### config.mk
export PLATFORM = sky130hd
export DESIGN_NAME = stack_with_undo_log_top
export DESIGN_NICKNAME = d
export VERILOG_FILES = /design/src/sv/swu_pkg.sv /design/src/sv/swu_ram.sv /design/src/sv/swu_ctrl.sv /design/src/sv/swu_dpath.sv /design/src/sv/stack_with_undo_log_top.sv
export SDC_FILE = /design/constraint.sdc
export NUM_CORES = 2
export LEC_CHECK = 0
export ABC_AREA = 0
export BUFFER_PORTS_ARGS = -buffer_cell sky130_fd_sc_hd__buf_4
export CAP_MARGIN = 0
export CORE_UTILIZATION = 57
export DETAILED_ROUTE_END_ITERATION = 8
export PLACE_DENSITY = 0.82
export SYNTH_ARGS = -nofsm -noshare
export SYNTH_HDL_FRONTEND = slang
export SYNTH_HIERARCHICAL = 1
export SYNTH_MEMORY_MAX_BITS = 65536
export SYNTH_SLANG_ARGS = --single-unit
### constraint.sdc
create_clock -name clk -period 5.3 [get_ports clk]
set_clock_uncertainty 0.05 [all_clocks]
set_input_delay 1.325 -clock clk [delete_from_list [all_inputs] [get_ports clk]]
set_output_delay 1.325 -clock clk [all_outputs]
set_load 0.03 [all_outputs]
### src/sv/swu_pkg.sv
package swu_pkg;

  // field widths fixed by the transaction format
  localparam int WORD_W  = 32;
  localparam int DEPTH_W = 7;
  localparam int LOG_W   = WORD_W + 1;

  // default sizes
  localparam int STACK_DEPTH_DEF = 64;
  localparam int LOG_DEPTH_DEF   = 64;

  // operation codes
  localparam logic [1:0] MODE_PUSH = 2'd0;
  localparam logic [1:0] MODE_POP  = 2'd1;
  localparam logic [1:0] MODE_UNDO = 2'd2;

  // status codes
  localparam logic [1:0] ST_OK        = 2'd0;
  localparam logic [1:0] ST_POP_EMPTY = 2'd1;
  localparam logic [1:0] ST_PUSH_FULL = 2'd2;
  localparam logic [1:0] ST_NO_UNDO   = 2'd3;

  typedef struct packed {
    logic [1:0]               mode;
    logic signed [WORD_W-1:0] push_value;
  } swu_in_t;

  typedef struct packed {
    logic [1:0]               status;
    logic signed [WORD_W-1:0] result_value;
    logic                     undid_push;
    logic [DEPTH_W-1:0]       stack_depth;
  } swu_out_t;

  // controller to datapath commands
  typedef struct packed {
    logic capture;
    logic execute;
  } swu_cmd_t;

endpackage

### src/sv/swu_ram.sv
module swu_ram #(
  parameter int WIDTH = 32,
  parameter int DEPTH = 64
) (
  input  logic                     clk,
  input  logic                     we,
  input  logic [$clog2(DEPTH)-1:0] waddr,
  input  logic [WIDTH-1:0]         wdata,
  input  logic [$clog2(DEPTH)-1:0] raddr,
  output logic [WIDTH-1:0]         rdata
);

  logic [WIDTH-1:0] mem [DEPTH];

  // one write port, one registered read port
  always_ff @(posedge clk) begin
    if (we) begin
      mem[waddr] <= wdata;
    end
    rdata <= mem[raddr];
  end

endmodule

### src/sv/swu_ctrl.sv
module swu_ctrl (
  input  logic              clk,
  input  logic              rst,
  input  logic              start,
  output logic              busy,
  output swu_pkg::swu_cmd_t cmd
);
  import swu_pkg::*;

  typedef enum logic {
    S_IDLE,
    S_EXEC
  } state_t;

  state_t state;

  // accept while idle; execute in the cycle after memory reads are issued
  assign cmd.capture = start && !busy;
  assign cmd.execute = (state == S_EXEC);

  always_ff @(posedge clk) begin
    if (rst) begin
      state <= S_IDLE;
      busy  <= 1'b0;
    end else begin
      case (state)
        S_IDLE: begin
          if (start) begin
            state <= S_EXEC;
            busy  <= 1'b1;
          end
        end
        S_EXEC: begin
          state <= S_IDLE;
          busy  <= 1'b0;
        end
        default: begin
          state <= S_IDLE;
          busy  <= 1'b0;
        end
      endcase
    end
  end

endmodule

### src/sv/swu_dpath.sv
module swu_dpath #(
  parameter int STACK_DEPTH = swu_pkg::STACK_DEPTH_DEF,
  parameter int LOG_DEPTH   = swu_pkg::LOG_DEPTH_DEF
) (
  input  logic              clk,
  input  logic              rst,
  input  swu_pkg::swu_cmd_t cmd,
  input  swu_pkg::swu_in_t  req,
  output logic              done,
  output swu_pkg::swu_out_t rsp
);
  import swu_pkg::*;

  localparam int SAW = $clog2(STACK_DEPTH);
  localparam int SCW = $clog2(STACK_DEPTH + 1);
  localparam int LAW = $clog2(LOG_DEPTH);
  localparam int LCW = $clog2(LOG_DEPTH + 1);

  swu_in_t         op;
  logic [SCW-1:0]  stack_count;
  logic [LAW-1:0]  log_newest;
  logic [LCW-1:0]  log_count;

  logic [SCW-1:0]  stack_count_next;
  logic [LAW-1:0]  log_newest_next;
  logic [LCW-1:0]  log_count_next;

  logic              s_we;
  logic [SAW-1:0]    s_waddr;
  logic [WORD_W-1:0] s_wdata;
  logic [SAW-1:0]    s_raddr;
  logic [WORD_W-1:0] s_rdata;
  logic              l_we;
  logic [LAW-1:0]    l_waddr;
  logic [LOG_W-1:0]  l_wdata;
  logic [LOG_W-1:0]  l_rdata;

  logic [SCW-1:0]    top_index;
  logic [LAW-1:0]    newest_inc;
  logic [LAW-1:0]    newest_dec;
  logic              stack_full;
  logic              stack_empty;
  logic              log_full;
  logic              was_push;
  logic [1:0]        st;
  logic [WORD_W-1:0] val;
  logic              undid;
  logic [SCW+DEPTH_W-1:0] depth_wide;

  // stack and log memories
  swu_ram #(.WIDTH(WORD_W), .DEPTH(STACK_DEPTH)) u_stack_ram (
    .clk   (clk),
    .we    (s_we && cmd.execute),
    .waddr (s_waddr),
    .wdata (s_wdata),
    .raddr (s_raddr),
    .rdata (s_rdata)
  );

  swu_ram #(.WIDTH(LOG_W), .DEPTH(LOG_DEPTH)) u_log_ram (
    .clk   (clk),
    .we    (l_we && cmd.execute),
    .waddr (l_waddr),
    .wdata (l_wdata),
    .raddr (log_newest),
    .rdata (l_rdata)
  );

  // read addresses: top of stack and newest log record
  assign top_index = stack_count - SCW'(1);
  assign s_raddr   = top_index[SAW-1:0];

  // ring pointer steps
  assign newest_inc = (log_newest == LAW'(LOG_DEPTH - 1)) ? '0 : log_newest + LAW'(1);
  assign newest_dec = (log_newest == '0) ? LAW'(LOG_DEPTH - 1) : log_newest - LAW'(1);

  assign stack_full  = (stack_count >= SCW'(STACK_DEPTH));
  assign stack_empty = (stack_count == '0);
  assign log_full    = (log_count >= LCW'(LOG_DEPTH));
  assign was_push    = l_rdata[WORD_W];

  // operation decode and next state
  always_comb begin
    st               = ST_OK;
    val              = '0;
    undid            = 1'b0;
    stack_count_next = stack_count;
    log_newest_next  = log_newest;
    log_count_next   = log_count;
    s_we             = 1'b0;
    s_waddr          = stack_count[SAW-1:0];
    s_wdata          = op.push_value;
    l_we             = 1'b0;
    l_waddr          = newest_inc;
    l_wdata          = {1'b1, op.push_value};
    case (op.mode)
      MODE_PUSH: begin
        if (stack_full) begin
          st = ST_PUSH_FULL;
        end else begin
          s_we             = 1'b1;
          stack_count_next = stack_count + SCW'(1);
          l_we             = 1'b1;
          log_newest_next  = newest_inc;
          log_count_next   = log_full ? log_count : log_count + LCW'(1);
        end
      end
      MODE_POP: begin
        if (stack_empty) begin
          st = ST_POP_EMPTY;
        end else begin
          val              = s_rdata;
          stack_count_next = top_index;
          l_we             = 1'b1;
          l_wdata          = {1'b0, s_rdata};
          log_newest_next  = newest_inc;
          log_count_next   = log_full ? log_count : log_count + LCW'(1);
        end
      end
      MODE_UNDO: begin
        if (log_count == '0 || (was_push && stack_empty) || (!was_push && stack_full)) begin
          st = ST_NO_UNDO;
        end else begin
          if (was_push) begin
            val              = s_rdata;
            undid            = 1'b1;
            stack_count_next = top_index;
          end else begin
            val              = l_rdata[WORD_W-1:0];
            s_we             = 1'b1;
            s_wdata          = l_rdata[WORD_W-1:0];
            stack_count_next = stack_count + SCW'(1);
          end
          log_newest_next = newest_dec;
          log_count_next  = log_count - LCW'(1);
        end
      end
      default: begin
      end
    endcase
  end

  // depth field keeps the low bits of the count
  assign depth_wide = {{DEPTH_W{1'b0}}, stack_count_next};

  // input capture
  always_ff @(posedge clk) begin
    if (cmd.capture) begin
      op <= req;
    end
  end

  // pointers and result transaction
  always_ff @(posedge clk) begin
    if (rst) begin
      stack_count <= '0;
      log_newest  <= '0;
      log_count   <= '0;
      done        <= 1'b0;
    end else begin
      done <= cmd.execute;
      if (cmd.execute) begin
        stack_count <= stack_count_next;
        log_newest  <= log_newest_next;
        log_count   <= log_count_next;
      end
    end
  end

  always_ff @(posedge clk) begin
    if (cmd.execute) begin
      rsp.status       <= st;
      rsp.result_value <= val;
      rsp.undid_push   <= undid;
      rsp.stack_depth  <= depth_wide[DEPTH_W-1:0];
    end
  end

  // checks
  a_stack_bound: assert property (@(posedge clk) disable iff (rst)
    stack_count <= SCW'(STACK_DEPTH))
    else $error("stack count beyond depth");

  a_log_bound: assert property (@(posedge clk) disable iff (rst)
    log_count <= LCW'(LOG_DEPTH) && log_newest <= LAW'(LOG_DEPTH - 1))
    else $error("log pointer or count out of range");

  a_push_grows: assert property (@(posedge clk) disable iff (rst)
    cmd.execute && op.mode == MODE_PUSH && !stack_full
    |=> stack_count == SCW'($past(stack_count) + SCW'(1)))
    else $error("accepted push did not grow the stack");

  a_undo_empty_log: assert property (@(posedge clk) disable iff (rst)
    cmd.execute && op.mode == MODE_UNDO && log_count == '0
    |=> stack_count == $past(stack_count) && log_newest == $past(log_newest)
        && rsp.status == ST_NO_UNDO)
    else $error("undo with empty log changed state");

endmodule

### src/sv/stack_with_undo_log_top.sv
// Bounded stack of signed words with an undo log. Each transaction is a push, pop or
// undo of the newest logged push or pop; the log is a ring that overwrites its oldest
// record when full. A transaction is taken when start is high and busy is low; busy
// then stays high until the transaction has executed. The result is registered on rsp
// with done high for exactly one cycle, after the execute state that follows capture of
// the request. The receiver cannot stall, so rsp must be taken while done is high. A new
// transaction is not taken before the last one has executed: first comes the registered
// read of the stack top and newest log record, then the update of both memories and the
// pointers.
module stack_with_undo_log_top #(
  parameter int STACK_DEPTH = swu_pkg::STACK_DEPTH_DEF,
  parameter int LOG_DEPTH   = swu_pkg::LOG_DEPTH_DEF
) (
  input  logic              clk,
  input  logic              rst,
  input  logic              start,
  output logic              busy,
  input  swu_pkg::swu_in_t  req,
  output logic              done,
  output swu_pkg::swu_out_t rsp
);
  import swu_pkg::*;

  swu_cmd_t cmd;

  // sequencing
  swu_ctrl u_ctrl (
    .clk   (clk),
    .rst   (rst),
    .start (start),
    .busy  (busy),
    .cmd   (cmd)
  );

  // stack, log and result registers
  swu_dpath #(
    .STACK_DEPTH (STACK_DEPTH),
    .LOG_DEPTH   (LOG_DEPTH)
  ) u_dpath (
    .clk  (clk),
    .rst  (rst),
    .cmd  (cmd),
    .req  (req),
    .done (done),
    .rsp  (rsp)
  );

endmodule
### Yosys cells after proc, flatten, opt, wreduce, memory -nomap -nowiden

Memory sizes are Yosys's and may differ from the RTL's. A register that Yosys moved wholly into a read port is not among the register bits.
Index checks and enable logic that the tools add are counted.

* mux-type cells: 44
* order comparisons: 2
* bitwise gates (word level): 2
* reductions and logical operators: 16
* equal/unequal tests: 7
* add/subtract/negate cells: 6

Operators with widths (count)
* $mux W32: 6
* $mux W33: 2
* $pmux W32 S2: 1
* $mux W7: 8
* $pmux W7 S3: 2
* $mux W6: 5
* $pmux W6 S3: 1
* $add A7 B1 Y7 const B: 2
* $ge A7 B7 Y1 const B: 2
* $logic_not A7 Y1: 2
* $sub A7 B1 Y7 const B: 2
* $mux W1: 12
* $ne A2 B2 Y1 const B: 4
* $pmux W1 S2: 4
* $add A6 B1 Y6 const B: 1
* $eq A6 B6 Y1 const B: 1
* $logic_not A6 Y1: 1
* $pmux W2 S3: 1
* $sub A6 B1 Y6 const B: 1
* $logic_and A1 B1 Y1: 5
* $reduce_and A5 Y1: 1
* $mux W2: 2
* $reduce_bool A3 Y1: 1
* $eq A2 B1 Y1 const B: 1
* 6 further kinds: 9

* input port bits: 37
* word-level logic and storage cells: 91
* register bits: 99
* memory bits (writable): 4160
* memories: 2

Memories
* u_dpath.u_log_ram.mem: words 64, width 33, rd ports 1, clocked after memory_dff 1, write ports 1, line swu_ram.sv:13 `logic [WIDTH-1:0] mem [DEPTH];`
* u_dpath.u_stack_ram.mem: words 64, width 32, rd ports 1, clocked after memory_dff 1, write ports 1, line swu_ram.sv:13

### Logic depth before layout (Yosys ltp)

* depth after elaboration: 9
* depth in mapped cells: 12
* mapped depth without buffers: 10

### By module

Netlist, hierarchy kept.

Modules (own cells, without submodules)
* swu_ram (u_dpath.u_log_ram): cells an instance 3598, instances 1, area each 81192.9 um2
* swu_ram (u_dpath.u_stack_ram): cells an instance 3324, instances 1, area each 78515.3 um2
* swu_dpath: cells an instance 566, instances 1, area each 5595.4 um2
* swu_ctrl: cells an instance 7, instances 1, area each 82.6 um2

### Worst setup path before layout

OpenSTA, ideal clock, no wires.

* path type: register -> register
* start point: register u_dpath.stack_count[0]
* end point: memory u_dpath/u_log_ram/mem[48][0] (netlist bit), enable pin
* path slack: 0.364 ns
* data arrival time: 4.422 ns
* period minus slack after synthesis: 4.936 ns
* cell stages (with the launch flop): 10
* path buffers: 1
* cells stage by stage: dfxtp_1 inv_1 ha_1 nand2b_1 o21ai_4 buf_6 a21oi_1 nor2b_1 nand4b_1 nor3_1

* longest elaborated chain between the ends: 6

RTL lines
* start: declaration: line swu_dpath.sv:20 `logic [SCW-1:0] stack_count;`
* start signal: assignment: line swu_dpath.sv:163 `stack_count <= stack_count_next;`
* $ge A7 B7 Y1 or $logic_not A7 Y1 (tied branches): line swu_dpath.sv:77, swu_dpath.sv:78
* $mux W1, on equally long branches: line swu_dpath.sv:98, swu_dpath.sv:109
* $pmux W1 S2 (*): line swu_dpath.sv:96 `case (op.mode)`
* $logic_and A1 B1 Y1 (*): line swu_dpath.sv:62 `.we (l_we && cmd.execute),`
* $mux W1 (*): line swu_ram.sv:17 `if (we) begin`
* $mux W1 (not written as such) (*): line swu_ram.sv:18 `mem[waddr] <= wdata;`
* end: declaration: line swu_ram.sv:13

Every way passes the cells marked *; elsewhere a longest branch is shown, timed or not.

### Worst setup path after layout

* start point: register u_dpath.stack_count[0]
* end point: register u_dpath.u_stack_ram.rdata[12], read port of u_dpath.u_stack_ram.mem

* longest elaborated chain between the ends: 1

RTL lines
* $sub A7 B1 Y7: line swu_dpath.sv:70 `assign top_index = stack_count - SCW'(1);`
* via u_dpath.top_index[0]: line swu_dpath.sv:38 `logic [SCW-1:0] top_index;`
* end: declaration: line swu_ram.sv:10 `output logic [WIDTH-1:0] rdata`

The timed path passes the listed nets, and every way through them passes these cells.
A chain may end at the register's enable or synchronous reset.

==> flow_summary.toml <==
[run_status]
status = "finished clean"

[logic_synthesis]
netlist_instances = 7495
synth_top_area_frac = 0.769
ys_ff_latch = 4324
avgSynthCellArea_sq_um = 22.1
async_reset_ff_frac = 0
synth_area_leaders = "edfxtp_1 77%, mux4_2 14%, mux2i_1 1.2%"
ys.flop_type = "edfxtp_1"
synth_edf_count = 4236
synth_nets = 7549
ys_types = 86
yosysSeqAreaShare = 0.780
synth_largest_area_cell = "edfxtp_1"
synth_warnings = 6
synth_area_sq_um = 165000

[worst_hold_path]
worstHoldStart = "u_dpath/log_count[3]"
hold_class = "reg -> reg"

[final_layout]
area_growth_pct = 12.2
final_common_cell = "edfxtp_1"
layout.nets = 7896
final_cell_mix = "4236 x edfxtp_1, 1029 x mux4_2, 398 x clkbuf_16"
final_layout_size_suffix_gt1_frac = 0.272
fin_cells = 12000

[floorplanning]
design.core.area_sq_um = 288000
die_x_microns = 541
dieArea_sq_um = 292000
pin_count = 81
row_count = 197
start_util = 0.573
die-height_microns = 541

[clock_tree]
cts_repair_resize_count = 0
cts_buffer_depth = 4
cts_tree = "done"
cts-root-buf = "clkbuf_16"
insertion_delay_ps = 960
post_cts_buffers = 0
hold_buffers = 0
numClockSinks = 4324
cts_max_level = 5
cts_buffers = 389
clk_pin_slew_ps = 60

[place]
dp_hpwl_microns = 256000
gp_congestion = 1.07
dp_cells = 11200
numPortBuffers = 80

[timing]
finalCritPeriodShare = 0.994
fmax_mhz = 190
relSlewSlack = 0.0194
fin_crit_ps = 5270
timing.hold.ws_ps = 469
rsz0062_at_grt = "no"
tightestPinTransition_ps = 1470
maxSlewViolCount = 0
setup_viol = 0
finalSetupTns_ps = 0
finalHoldViolations = 0

[routing]
dr.pass1.iters = 7
wl_met1_microns = 149000
drt_wl_total_microns = 506000
top_layer_used = "met5"
via_per_inst = 7.56
vias = 90500
drt_iter0_drc = 17800
dr_wl_met3_microns = 84500
route.detailed.drc = 0
wl_met2_microns = 229000
antenna_left = 0
wl_per_cell_microns = 42.2

[power]
p_leak_uw = 0.0579
irDropWorstVdd_mv = 0.303
power_density_nw_per_um2 = 395

[worst_setup_path]
cp.required_ps = 6080
start_kind = "flip-flop"
cp-end-kind = "flip-flop"
crit_fanout = 47
crit_start = "u_dpath/stack_count[0]"
worstPathArrival_ps = 6050
path_class = "reg -> reg"
reg2reg_from = "u_dpath/stack_count[0]"

[global_route]
grt_pass1_vias = 90500
globalRouteTotalUtil = 0.347
grt_pass1_wl_microns = 703000
grt-ovfl-total = 0
grt_antenna_before_repair = 54
grt_max_degree = 112

[flow_run]
max-cap-violations = 0
-- flip-flops by register name (all words and copies together) (netlist names) --
name                       flops
u_dpath/log_newest             6
u_dpath/op                    34
u_dpath/log_count              7
u_dpath/stack_count            7
u_dpath/u_stack_ram/rdata     32
u_dpath/u_stack_ram/mem     2048
u_dpath/done                   1
u_dpath/u_log_ram/mem       2112
u_ctrl/state                   1
u_dpath/u_log_ram/rdata       33
u_ctrl/busy                    1
u_dpath/rsp                   42
-- through the flow --
stage | setup WS, ps | utilization | cell area, sq um | total power (uW)
CTS | 381 | 0.643 | 185000 | 72800
detailed placement | 490 | 0.598 | 173000 | 44200
floorplan | 364 | - | 165000 | 42000
global placement | 204 | 0.598 | 173000 | 44000
finish | 32.3 | 0.643 | 186000 | 73300
global route | 95.5 | 0.643 | 185000 | 74300
-- cell usage after synthesis, types with 44 or more instances --
cell         n
o22ai_1    148
o221ai_1    73
mux2i_1    191
nand2_1    262
mux4_2    1029
a21oi_1    101
dfxtp_1     88
nor2_1     229
nand3_1    107
clkbuf_1   174
edfxtp_1  4236
buf_2      126
nand4_1     44
a22oi_1     91
buf_4       44
-- worst paths after layout --
path | to | slack, ps | cells past startpoint
min | u_dpath/log_count[3] | 470 | 2
max reg2reg | u_dpath/u_stack_ram/rdata[12] | 30 | 9
min reg2reg | u_dpath/log_count[3] | 470 | 2
max | u_dpath/u_stack_ram/rdata[12] | 30 | 9
-- cell families after synthesis --
group | count (synthesis) | synth area share
buf+inv | 446 | 0.0142
simple gates | 823 | 0.0233
mux | 1259 | 0.154
xor+xnor | 11 | 0.000583
fa+ha+maj | 17 | 0.00133
compound gates | 615 | 0.0264
flops | 4324 | 0.780
-- power breakdown --
part           total [uW]  switching (uW)  internal [uW]
Clock               29200           12900          16300
Sequential          38900             506          38300
Combinational        5250            3750           1500
Total               73300           17100          56200
-- final cells by class --
cell class,instances,area [sq um]
flip-flops and latches,4324,129000
diodes,34,85.1
fillers,16700,103000
clock buffers,475,10300
inverters,24,105
clock inverters,233,2510
multi-input cells,2725,35200
repair buffers,378,3540
well taps,3781,4730
-- per-layer routing --
| layer | track usage | vias to the layer above |
|---|---|---|
| met5 | 0 | - |
| met4 | 0.235 | 32 |
| met3 | 0.133 | 2395 |
| met2 | 0.521 | 10200 |
| met1 | 0.418 | 45500 |
| li1 | - | 32400 |
-- critical path, cell delays in order (launching register included) --
cell	delay (ps)
dfxtp_1	480
inv_8	510
ha_1	450
inv_1	230
nor3_1	480
xor2_4	380
buf_4	430
nand2b_1	1100
o22ai_1	640
nor2_1	350
No activity file was read; power rests on OpenSTA's default activity.
